===== src/sv/unique_pair_map_table_unit_assert.svh =====
// Assertion helpers for the pair map table unit.
// Every check is sampled on clk and disabled while rst_n is low.
`ifndef UNIQUE_PAIR_MAP_TABLE_UNIT_ASSERT_SVH
`define UNIQUE_PAIR_MAP_TABLE_UNIT_ASSERT_SVH

// The condition holds in the same cycle as the trigger.
`define UPMT_ASSERT_NOW(label, trig, cond, msg) \
  label: assert property (@(posedge clk) disable iff (!rst_n) (trig) |-> (cond)) \
    else $error(msg);

// The condition holds in the cycle after the trigger.
`define UPMT_ASSERT_NEXT(label, trig, cond, msg) \
  label: assert property (@(posedge clk) disable iff (!rst_n) (trig) |=> (cond)) \
    else $error(msg);

`endif


===== src/sv/upmt_pkg.sv =====
`timescale 1ns / 1ps

package upmt_pkg;

  // field widths
  localparam int KEY_W   = 8;
  localparam int SLOT_W  = 9;
  localparam int IDX_W   = 8;
  localparam int COUNT_W = 5;
  localparam int ENTRY_W = 8;

  // defaults for the top level parameters
  localparam int DEF_MAX_ENTRIES = 16;
  localparam int DEF_SLOT_LIMIT  = 128;

  // request codes carried on in_tuser
  typedef enum logic [1:0] {
    KIND_CLEAR  = 2'd0,
    KIND_ADD    = 2'd1,
    KIND_LOOKUP = 2'd2,
    KIND_INDEX  = 2'd3
  } kind_t;

  // one stored pair
  typedef struct packed {
    logic [ENTRY_W-1:0] slot;
    logic [KEY_W-1:0]   key;
  } pair_t;

endpackage


===== src/sv/unique_pair_map_table_unit.sv =====
// Pair map table: one word in, one result word out per request.
// out_tvalid rises after accept via S_PUT for clear, refused add and out-of-range read,
// via S_IDX, S_IDXD and S_PUT for read by index. Add and lookup scan one entry per cycle through the one
// table read port, ending early on a hit; S_PUT waits while the output is stalled.
// in_tready is low until the result is loaded, so only one request is in work at a time.
// Synchronous active-low reset empties the table and clears reserved key to 0.
`timescale 1ns / 1ps

module unique_pair_map_table_unit #(
  parameter int MAX_ENTRIES = upmt_pkg::DEF_MAX_ENTRIES,
  parameter int SLOT_LIMIT  = upmt_pkg::DEF_SLOT_LIMIT
) (
  input  logic        clk,
  input  logic        rst_n,
  // config: reserved key
  input  logic        cfg_wr_en,
  input  logic [7:0]  cfg_wr_data,
  // request channel
  input  logic        in_tvalid,
  output logic        in_tready,
  input  logic [31:0] in_tdata,   // [7:0] key_id, [16:8] slot_number, [24:17] entry_index
  input  logic [1:0]  in_tuser,   // [1:0] kind
  // result channel
  output logic        out_tvalid,
  input  logic        out_tready,
  output logic [23:0] out_tdata,  // [7:0] out_key, [15:8] out_slot, [20:16] entry_count
  output logic [0:0]  out_tuser   // [0] ok
);
  import upmt_pkg::*;

  `include "unique_pair_map_table_unit_assert.svh"

  localparam int CW = $clog2(MAX_ENTRIES + 1);
  localparam int AW = (MAX_ENTRIES > 1) ? $clog2(MAX_ENTRIES) : 1;
  localparam logic [CW-1:0]     MAX_CNT  = CW'(MAX_ENTRIES);
  localparam logic [SLOT_W-1:0] SLOT_LIM = SLOT_W'(SLOT_LIMIT);

  typedef enum logic [2:0] {
    S_IDLE,
    S_SCAN,
    S_IDX,
    S_IDXD,
    S_PUT
  } state_t;

  state_t state_r, state_nxt;

  // captured request
  kind_t             kind_r, kind_nxt;
  logic [KEY_W-1:0]  key_r, key_nxt;
  logic [SLOT_W-1:0] slot_r, slot_nxt;
  logic [IDX_W-1:0]  idx_r, idx_nxt;

  // scan sequencer
  logic [CW-1:0]     addr_r, addr_nxt;
  logic              cmp_vld_r, cmp_vld_nxt;
  logic [CW-1:0]     fill_r, fill_nxt;
  logic [KEY_W-1:0]  rsv_key_r, rsv_key_nxt;

  // pending result
  logic              res_ok_r, res_ok_nxt;
  logic [KEY_W-1:0]  res_key_r, res_key_nxt;
  logic [ENTRY_W-1:0] res_slot_r, res_slot_nxt;

  // output register
  logic              out_valid_r, out_valid_nxt;
  logic              out_ok_r, out_ok_nxt;
  logic [KEY_W-1:0]  out_key_r, out_key_nxt;
  logic [ENTRY_W-1:0] out_slot_r, out_slot_nxt;
  logic [COUNT_W-1:0] out_cnt_r, out_cnt_nxt;

  // table ports
  logic              wr_en;
  logic [AW-1:0]     wr_addr;
  pair_t             wr_pair;
  logic [AW-1:0]     rd_addr;
  pair_t             rd_pair;

  // input fields
  kind_t             in_kind;
  logic [KEY_W-1:0]  in_key;
  logic [SLOT_W-1:0] in_slot;
  logic [IDX_W-1:0]  in_idx;
  logic              in_acc;
  logic              add_pass;
  logic              issue;
  logic              hit;
  logic [31:0]       fill_wide;

  assign in_kind = kind_t'(in_tuser);
  assign in_key  = in_tdata[7:0];
  assign in_slot = in_tdata[16:8];
  assign in_idx  = in_tdata[24:17];
  assign in_acc  = in_tvalid && in_tready;

  assign in_tready  = (state_r == S_IDLE);
  assign out_tvalid = out_valid_r;
  assign out_tdata  = {3'b000, out_cnt_r, out_slot_r, out_key_r};
  assign out_tuser  = out_ok_r;

  assign fill_wide = 32'(fill_r);

  // add checks that need no scan
  assign add_pass = (in_key != rsv_key_r) && !in_slot[SLOT_W-1] &&
                    (in_slot < SLOT_LIM) && (fill_r < MAX_CNT);

  // scan: one read issued per cycle, compared in the cycle after
  assign issue = (state_r == S_SCAN) && (addr_r < fill_r);
  assign hit   = cmp_vld_r && ((rd_pair.key == key_r) ||
                 ((kind_r == KIND_ADD) && (rd_pair.slot == slot_r[ENTRY_W-1:0])));

  assign rd_addr = (state_r == S_IDX) ? idx_r[AW-1:0] : addr_r[AW-1:0];
  assign wr_addr = fill_r[AW-1:0];
  assign wr_pair = '{slot: slot_r[ENTRY_W-1:0], key: key_r};

  upmt_table #(
    .DEPTH (MAX_ENTRIES),
    .AW    (AW)
  ) u_table (
    .clk     (clk),
    .wr_en   (wr_en),
    .wr_addr (wr_addr),
    .wr_pair (wr_pair),
    .rd_addr (rd_addr),
    .rd_pair (rd_pair)
  );

  // sequencer next state
  always_comb begin
    state_nxt     = state_r;
    kind_nxt      = kind_r;
    key_nxt       = key_r;
    slot_nxt      = slot_r;
    idx_nxt       = idx_r;
    addr_nxt      = addr_r;
    cmp_vld_nxt   = 1'b0;
    fill_nxt      = fill_r;
    rsv_key_nxt   = cfg_wr_en ? cfg_wr_data : rsv_key_r;
    res_ok_nxt    = res_ok_r;
    res_key_nxt   = res_key_r;
    res_slot_nxt  = res_slot_r;
    out_valid_nxt = out_valid_r && !out_tready;
    out_ok_nxt    = out_ok_r;
    out_key_nxt   = out_key_r;
    out_slot_nxt  = out_slot_r;
    out_cnt_nxt   = out_cnt_r;
    wr_en         = 1'b0;

    unique case (state_r)
      S_IDLE: begin
        if (in_acc) begin
          kind_nxt     = in_kind;
          key_nxt      = in_key;
          slot_nxt     = in_slot;
          idx_nxt      = in_idx;
          addr_nxt     = '0;
          res_ok_nxt   = 1'b0;
          res_key_nxt  = '0;
          res_slot_nxt = '0;
          unique case (in_kind)
            KIND_CLEAR: begin
              fill_nxt   = '0;
              res_ok_nxt = 1'b1;
              state_nxt  = S_PUT;
            end
            KIND_ADD: begin
              state_nxt = add_pass ? S_SCAN : S_PUT;
            end
            KIND_LOOKUP: begin
              state_nxt = S_SCAN;
            end
            KIND_INDEX: begin
              state_nxt = ({1'b0, in_idx} < 9'(fill_r)) ? S_IDX : S_PUT;
            end
            default: begin
              state_nxt = S_PUT;
            end
          endcase
        end
      end

      S_SCAN: begin
        cmp_vld_nxt = issue;
        if (issue) begin
          addr_nxt = addr_r + 1'b1;
        end
        if (hit) begin
          // lookup hit returns the slot; any match refuses an add
          res_ok_nxt   = (kind_r == KIND_LOOKUP);
          res_slot_nxt = (kind_r == KIND_LOOKUP) ? rd_pair.slot : '0;
          cmp_vld_nxt  = 1'b0;
          state_nxt    = S_PUT;
        end else if (!issue && !cmp_vld_r) begin
          // whole table seen without a match
          if (kind_r == KIND_ADD) begin
            wr_en      = 1'b1;
            fill_nxt   = fill_r + 1'b1;
            res_ok_nxt = 1'b1;
          end
          state_nxt = S_PUT;
        end
      end

      S_IDX: begin
        state_nxt = S_IDXD;
      end

      S_IDXD: begin
        res_ok_nxt   = 1'b1;
        res_key_nxt  = rd_pair.key;
        res_slot_nxt = rd_pair.slot;
        state_nxt    = S_PUT;
      end

      S_PUT: begin
        if (!out_valid_r || out_tready) begin
          out_valid_nxt = 1'b1;
          out_ok_nxt    = res_ok_r;
          out_key_nxt   = res_key_r;
          out_slot_nxt  = res_slot_r;
          out_cnt_nxt   = fill_wide[COUNT_W-1:0];
          state_nxt     = S_IDLE;
        end
      end

      default: begin
        state_nxt = S_IDLE;
      end
    endcase
  end

  // state and registered outputs
  always_ff @(posedge clk) begin
    if (!rst_n) begin
      state_r     <= S_IDLE;
      addr_r      <= '0;
      cmp_vld_r   <= 1'b0;
      fill_r      <= '0;
      rsv_key_r   <= '0;
      out_valid_r <= 1'b0;
    end else begin
      state_r     <= state_nxt;
      addr_r      <= addr_nxt;
      cmp_vld_r   <= cmp_vld_nxt;
      fill_r      <= fill_nxt;
      rsv_key_r   <= rsv_key_nxt;
      out_valid_r <= out_valid_nxt;
    end
    kind_r     <= kind_nxt;
    key_r      <= key_nxt;
    slot_r     <= slot_nxt;
    idx_r      <= idx_nxt;
    res_ok_r   <= res_ok_nxt;
    res_key_r  <= res_key_nxt;
    res_slot_r <= res_slot_nxt;
    out_ok_r   <= out_ok_nxt;
    out_key_r  <= out_key_nxt;
    out_slot_r <= out_slot_nxt;
    out_cnt_r  <= out_cnt_nxt;
  end

  // checks
  `UPMT_ASSERT_NOW(a_fill_bound, 1'b1, fill_r <= MAX_CNT, "fill count beyond table depth")
  `UPMT_ASSERT_NEXT(a_busy_after_accept, in_acc, !in_tready, "accepted while a request is in work")
  `UPMT_ASSERT_NOW(a_write_on_add, wr_en, (kind_r == KIND_ADD) && (fill_r < MAX_CNT), "table written outside a legal add")
  `UPMT_ASSERT_NEXT(a_write_bumps_fill, wr_en, fill_r == $past(fill_r) + 1'b1, "add did not bump fill count")

endmodule


===== src/sv/upmt_table.sv =====
`timescale 1ns / 1ps

// Pair storage: one write port, one read port with registered data.
module upmt_table #(
  parameter int DEPTH = 16,
  parameter int AW    = 4
) (
  input  logic                  clk,
  input  logic                  wr_en,
  input  logic [AW-1:0]         wr_addr,
  input  upmt_pkg::pair_t       wr_pair,
  input  logic [AW-1:0]         rd_addr,
  output upmt_pkg::pair_t       rd_pair
);
  import upmt_pkg::*;

  pair_t mem [DEPTH];

  // write port
  always_ff @(posedge clk) begin
    if (wr_en) begin
      mem[wr_addr] <= wr_pair;
    end
  end

  // read port, data registered in the cycle after the address
  always_ff @(posedge clk) begin
    rd_pair <= mem[rd_addr];
  end

endmodule

===== config.mk =====
export PLATFORM = sky130hd
export DESIGN_NAME = unique_pair_map_table_unit
export DESIGN_NICKNAME = d
export VERILOG_FILES = /design/src/sv/upmt_pkg.sv /design/src/sv/unique_pair_map_table_unit.sv /design/src/sv/upmt_table.sv
export VERILOG_INCLUDE_DIRS = /design/src /design/src/sv
export SDC_FILE = /design/constraint.sdc
export NUM_CORES = 1
export LEC_CHECK = 0
export ABC_AREA = 1
export CAP_MARGIN = 10
export CORE_ASPECT_RATIO = 0.6
export CORE_MARGIN = 5
export CORE_UTILIZATION = 45
export CTS_CLUSTER_SIZE = 25
export DETAILED_ROUTE_END_ITERATION = 6
export DONT_BUFFER_PORTS = 1
export SLEW_MARGIN = 20
export SYNTH_ARGS = -nofsm -noshare
export SYNTH_HDL_FRONTEND = slang
export SYNTH_SLANG_ARGS = --single-unit

===== constraint.sdc =====
create_clock -name clk -period 3.77 [get_ports clk]
set_input_delay 0.377 -clock clk [delete_from_list [all_inputs] [get_ports clk]]
set_output_delay 0.377 -clock clk [all_outputs]
set_load 0.05 [all_outputs]

==> impl_metrics.csv, run 1 <==
group,metric,value,unit
global_route,grt_start_max_net_pins,111,
setup_path,worst-path-max-fanout,9,
floorplanning,die-area,35900,um^2
cts,cts_tree,"done",
global_route,antenna_found_initial,1,
setup_path,crit_path_cell_trace,"inv_1 -> ha_1 -> nand2_1 -> nor2_1 -> nand2_1 -> nand4_1 -> nand2_1 -> nor2_4 -> nand2_1 -> inv_1 -> nand2_1 -> nor2_2 -> buf_4",
sta,finalHoldViolations,0,
routing,vias,9182,
yosys,synth_edf_count,317,
placed_design,place.gp.congestion,0.897,
global_route,grt_pass1_vias,8762,
setup_path,regToRegSetupSlack,0.63,ns
routing,wl,35700,um
power,fin_total_pwr,8760,uW
run,maxCapViolCount,0,
yosys,ys_seq_area_frac,0.714,
power,p_leak,0.00583,uW
setup_path,endpoint_kind,"flip-flop",
final_layout,antenna_cells,0,
final_layout,area_delta_synth_final,13.7,%
routing,via_per_inst,5.45,
routing,drtPass1Iterations,5,
yosys,syn_inst,1191,
outcome,status,"finished clean",
power,max-vdd-ir-drop,0.439,mV
floorplanning,floorplan.initialDensity,0.459,
yosys,synthMostInstantiatedCell,"edfxtp_1",
setup_path,cp_common_cell,"nand2_1",
sta,final-max-slew-violation-count,0,
floorplanning,ios,74,
sta,finalClockSkew,0.0135,ns
floorplanning,row_count,50,
yosys,synth_area_leader_cell,"edfxtp_1",
yosys,yosys-top-cells-area,"edfxtp_1 (66%), nor2_1 (5.4%), dfxtp_1 (5.4%)",
sta,min_period_over_period,0.834,
floorplanning,die_w,241,um
setup_path,arrival,3.41,ns
sta,setup-violations-final,0,
worst_hold_path,hold_path.class,"in2reg",
power,power.density,534,nW/um^2
placed_design,place_ws,0.693,ns
routing,wl_per_cell,21.2,um
sta,setup_slack,0.625,ns
cts,cts_buffer_depth,3,
floorplanning,die_h,149,um
sta,timing.fmax,318,MHz
yosys,synth_top_family_by_area,"simple AND/OR/NAND/NOR gates",
cts,clk_pin_slew_worst_paths,0.07,ns
global_route,grt_usage,0.197,
sta,tns,0,ns
setup_path,worst_path_largest_cell_delay,0.47,ns
final_layout,fillers,2673,
yosys,synth_area_per_cell,12.1,um^2
routing,ant_nets,0,
yosys,synth_cell_types,33,
cts,cts_sinks,356,
sta,grt_setup_unrepaired,"false",
yosys,netlist.area_leader.share,0.660,
cts,cts.htree.levels,1,
sta,max-slew-margin-rel,0.396,
placed_design,dp_hpwl,21300,um
sta,tightest_slew,0.905,ns
cts,cts-root-buf,"clkbuf_16",
cts,insertion_delay,0.57,ns
yosys,ys_warn_count,0,
yosys,ys_top_cells_by_count,"edfxtp_1 (317), nor2_1 (209), o21ai_0 (117)",
final_layout,layout-drive-gt1-share,0.0976,
setup_path,crit_type,"reg2reg",
setup_path,crit_family,"simple AND/OR/NAND/NOR gates",
yosys,synth-xor-area-share,0.0121,
final_layout,nNetsFinal,1306,
setup_path,cp_slowest_cell,"dfxtp_1",
placed_design,port_buffers,0,
yosys,synthArstFlopShare,0,
global_route,grt-ovfl-total,0,
yosys,ys_ff_latch,356,
routing,remaining_drc_errors,0,
setup_path,path_buf_inv,3,
setup_path,required,4.03,ns
sta,finalCriticalPeriod,3.14,ns
yosys,synthSimpleGateAreaFrac,0.123,
floorplanning,placeableCoreArea,31400,um^2
yosys,synth_compound_area_frac,0.0927,
routing,drtIter0Drc,969,
yosys,synthFlopType,"edfxtp_1",
setup_path,startpoint_type,"flip-flop",
yosys,synthMuxAreaShare,0,
sta,fin_hold_ws,0.0371,ns
final_layout,fin_util,0.522,
global_route,grt_pass1_wl,53400,um
yosys,yosys.area_share.adder,0.0113,
cts,cts_buffers,31,
yosys,netlist_area,14400,um^2
-- layer usage --
metal | global-route usage | wire length [um]
met5 | 0 | 0
met3 | 0.0608 | 3810
met2 | 0.271 | 14500
met4 | 0.0321 | 557
met1 | 0.312 | 16900
-- cell families after synthesis --
logic type      count (synthesis)
buf+inv                       149
other cells                     1
fa+ha+maj                      13
compound gates                230
flops                         356
xor+xnor                       20
simple gates                  422
-- power breakdown --
part / leakage (uW) / internal (uW) / total, uW / switching (uW)
clock: 0.000499 / 1760 / 3170 / 1410
sequential: 0.00321 / 4480 / 4730 / 247
combinational: 0.00212 / 263 / 860 / 597
-- area by class of cell --
type	count	area, um^2	area share
Tap cell	416	520	0.0317
Clock inverter	16	126	0.00770
Inverter	94	353	0.0215
Timing Repair Buffer	75	711	0.0433
Sequential cell	356	10300	0.628
Clock buffer	41	873	0.0532
Multi-Input combinational cell	688	3520	0.215
-- through the flow --
stage,std cells,instance area [um^2]
floorplan,1193,14400
detailed placement,1590,15000
global placement,1590,15000
finish,1686,16400
CTS,1686,16400
global route,1686,16400
-- final timing paths --
kind	start	end	cells past startpoint
max reg2reg	fill_r[3]$_SDFFE_PN0P_	u_table.mem[9][1]$_DFFE_PP_	13
min reg2reg	res_key_r[7]$_SDFFCE_PN0P_	out_key_r[7]$_DFFE_PP_	0
min	rst_n	addr_r[3]$_SDFFE_PN0P_	2
max	fill_r[3]$_SDFFE_PN0P_	u_table.mem[9][1]$_DFFE_PP_	13
-- cells in the final DEF, fill, tap and decap left out, drive strengths merged, types with 12 or more instances in the layout --
master,n
edfxtp,317
nor2,212
o21ai,146
nand2,127
inv,93
o211ai,68
nand3,63
clkbuf,41
dfxtp,39
dlygate4sd3,39
buf,36
xnor2,16
clkinv,15
a21oi,14
ha,13
nor3,12
-- worst register-to-register path, delay by kind of cell, from the launching register on --
family                     cells  cell delay, ns
adders and majority gates      1            0.30
and+or+nand+nor                9            1.48
buffers and inverters          3            0.59
DFF                            1            0.47
-- flip-flops by register name (all words and copies together), names as in the netlist --
signal,count
addr_r,5
u_table.mem,256
kind_r,2
fill_r,5
key_r,8
res_ok_r,1
out_key_r,8
out_tuser,1
res_key_r,8
out_tvalid,1
res_slot_r,8
idx_r,4
slot_r,8
u_table.rd_pair,16
out_cnt_r,5
cmp_vld_r,1
rsv_key_r,8
state_r,3
out_slot_r,8
-- repair_timing --
action                                 4_1_cts  5_1_grt
hold buffers                                39        0
resized for setup                            0        0
setup buffers                                0        0
endpoints found under the hold margin       33        0
Note: power is estimated with default switching activity, not from simulation.
==> inputs of run 2 (changes only) <==
ABC_AREA = 0   (was 1)
clock period = 3.2 ns   (was 3.77 ns; I/O delays follow)
==> impl_metrics.csv, run 2 <==
group,metric,value,unit
setup_path,crit_type,"reg2reg",
routing,drtPass1Iterations,5,
yosys,synthArstFlopShare,0,
routing,via_per_inst,5.54,
final_layout,fin_util,0.523,
final_layout,final_cell_mix,"edfxtp_1 (317), nand2_1 (116), and2_1 (58)",
power,fin_total_pwr,9190,uW
yosys,synth_edf_count,317,
setup_path,endpoint_kind,"flip-flop",
yosys,netlist.area_leader.share,0.670,
floorplanning,row_count,50,
floorplanning,floorplan.initialDensity,0.456,
final_layout,area_delta_synth_final,14.6,%
setup_path,required,3.67,ns
final_layout,nNetsFinal,1079,
cts,cts-root-buf,"clkbuf_16",
routing,drtIter0Drc,902,
global_route,grt_start_max_net_pins,70,
sta,setup_slack,0.674,ns
cts,cts_resized,0,
cts,cts_tree,"done",
yosys,ys_ff_latch,356,
cts,cts_buffer_depth,3,
global_route,antenna_found_initial,2,
routing,vias,8101,
final_layout,seqCellArea,10300,um^2
final_layout,fillers,2572,
cts,cts_buffers,31,
setup_path,startpoint_type,"flip-flop",
yosys,synth_area_per_cell,14.9,um^2
setup_path,worst-path-max-fanout,69,
yosys,synthFlopType,"edfxtp_1",
routing,ant_nets,0,
final_layout,layout-drive-gt1-share,0.117,
setup_path,arrival,3.00,ns
final_layout,multiInputGateArea,3660,um^2
outcome,status,"finished clean",
floorplanning,ios,74,
yosys,ys_top_cells_by_count,"edfxtp_1 (317), nand2_1 (116), and2_1 (58)",
final_layout,largest-register,"u_table.mem",
final_layout,largestRegisters,"u_table.mem: 256 flops, u_table.rd_pair: 16 flops",
setup_path,worstReg2RegStart,"state_r[2]$_SDFFE_PN0P_",
worst_hold_path,min_path_cells,2,
yosys,ys_seq_area_frac,0.725,
global_route,grt-ovfl-total,0,
yosys,yosys-top-cells-area,"edfxtp_1 (67%), dfxtp_1 (5.5%), mux2i_1 (3.1%)",
yosys,synth_compound_area_frac,0.0792,
setup_path,crit-reg2reg-capture,"u_table.rd_pair[4]$_DFF_P_",
placed_design,place_ws,0.681,ns
yosys,yosys.area_share.adder,0.0114,
cts,cts_sinks,356,
final_layout,largest_reg_flops,256,
placed_design,place.gp.congestion,0.805,
floorplanning,die-area,35400,um^2
global_route,grt_pass1_wl,49800,um
sta,finalHoldViolations,0,
yosys,synth-xor-area-share,0.0191,
yosys,synthMuxAreaShare,0.0455,
routing,remaining_drc_errors,0,
sta,grt_setup_unrepaired,"false",
sta,finalCriticalPeriod,2.53,ns
routing,wl_per_cell,23.0,um
floorplanning,placeableCoreArea,31200,um^2
setup_path,r2r_cells,8,
sta,setup-violations-final,0,
yosys,netlist_area,14200,um^2
yosys,syn_inst,951,
sta,max-slew-margin-rel,0.511,
placed_design,dp_hpwl,19500,um
worst_hold_path,hold_path.class,"in2reg",
setup_path,regToRegSetupSlack,0.67,ns
yosys,synth_top_family_by_area,"simple AND/OR/NAND/NOR gates",
yosys,synth_cell_types,48,
worst_hold_path,worstHoldEndpoint,"res_ok_r$_DFFE_PP_",
worst_hold_path,hp-start,"in_tuser[0]",
sta,finalClockSkew,0.0181,ns
final_layout,layout.cells.most_common,"edfxtp_1",
global_route,grt_pass1_vias,7588,
power,power.density,564,nW/um^2
sta,tightest_slew,0.731,ns
routing,wl,33600,um
placed_design,port_buffers,0,
cts,post_cts_buffers,0,
cts,insertion_delay,0.58,ns
floorplanning,die_w,239,um
sta,tns,0,ns
sta,timing.fmax,396,MHz
sta,min_period_over_period,0.789,
global_route,grt_usage,0.188,
cts,cts.htree.levels,1,
yosys,synthMostInstantiatedCell,"edfxtp_1",
run,maxCapViolCount,0,
yosys,ys_warn_count,0,
sta,final-max-slew-violation-count,0,
power,max-vdd-ir-drop,0.437,mV
power,p_leak,0.00568,uW
yosys,synth_area_leader_cell,"edfxtp_1",
yosys,synthSimpleGateAreaFrac,0.0965,
cts,clk_pin_slew_worst_paths,0.07,ns
floorplanning,die_h,148,um
==> run 2: cell types whose count changed in the layout (fill, tap and decap cells not counted), sizes merged, moves of 16 or more <==
cell / delta
nor2: -180
o21ai: -135
mux2i: +44
a221o: +16
mux2: +18
o32ai: +16
a211oi: +49
and3: +27
o211ai: -66
a31oi: +34
and2: +58
inv: -82
nand3: -55
==> run 2: worst max-delay path, stage by stage (launching register included) <==
cell	delay (ns)
dfxtp_1	0.33
nor3b_4	0.30
buf_4	0.24
mux2i_4	0.31
buf_12	0.35
mux2i_1	0.29
mux2_1	0.17
o32ai_1	0.08
a221o_1	0.28
==> run 2: cells by family (layout without fill, tap and decap cells) <==
kind of cell,Yosys count,in the layout
xor gates and xnor gates,31,31
buffers and inverters,62,153
other,1,4
adders and majority gates,13,13
DFF,356,356
AOI/OAI and AO/OA,148,148
muxes,62,62
and+or+nand+nor,278,278
==> run 2: power by group <==
group	switching (uW)	internal [uW]
registers	165	5170
clock network	1610	1980
logic	152	110
==> run 2: how the worst max path moves through the flow <==
| stage | start | cells after the start | end |
|---|---|---|---|
| finish | state_r[2]$_SDFFE_PN0P_ | 8 | u_table.rd_pair[4]$_DFF_P_ |
| floorplan | fill_r[3]$_SDFFE_PN0P_ | 9 | u_table.mem[1][0]$_DFFE_PP_ |
| detailed placement | state_r[2]$_SDFFE_PN0P_ | 8 | u_table.rd_pair[4]$_DFF_P_ |
| global route | fill_r[4]$_SDFFE_PN0P_ | 8 | u_table.mem[3][13]$_DFFE_PP_ |
| CTS | state_r[2]$_SDFFE_PN0P_ | 8 | u_table.rd_pair[4]$_DFF_P_ |
| global placement | state_r[2]$_SDFFE_PN0P_ | 8 | u_table.rd_pair[3]$_DFF_P_ |
==> run 2: layout make-up <==
type	instances	area share
antenna	1	0.000154
sequential	356	0.632
clock buffer	52	0.0549
timing repair buffer	85	0.0492
inverter	10	0.00230
multi-input combinational	535	0.225
clock inverter	6	0.00422
tap	416	0.0320
==> run 2: stage by stage <==
step / hold slack (ns) / area, um^2 / instances
finish: 0.0595 / 16300 / 1461
global route: 0.0696 / 16300 / 1460
CTS: 0.0432 / 16300 / 1460
detailed placement: 0.406 / 14900 / 1362
global placement: 0.404 / 14900 / 1362
floorplan: 0.400 / 14200 / 953
==> run 2: repair_timing <==
item,in CTS,in global routing
hold buffers,40,0
endpoints found under the setup margin,0,0
endpoints found under the hold margin,41,0
==> run 2: per-layer routing <==
layer | up-vias | GRT usage | part of all wire | routed length (um)
li1 | 3734 | - | - | -
met1 | 4084 | 0.306 | 0.50 | 16700
met2 | 246 | 0.268 | 0.42 | 14200
met3 | 37 | 0.0352 | 0.066 | 2200
met4 | 0 | 0.0265 | 0.012 | 403
met5 | - | 0 | 0 | 0
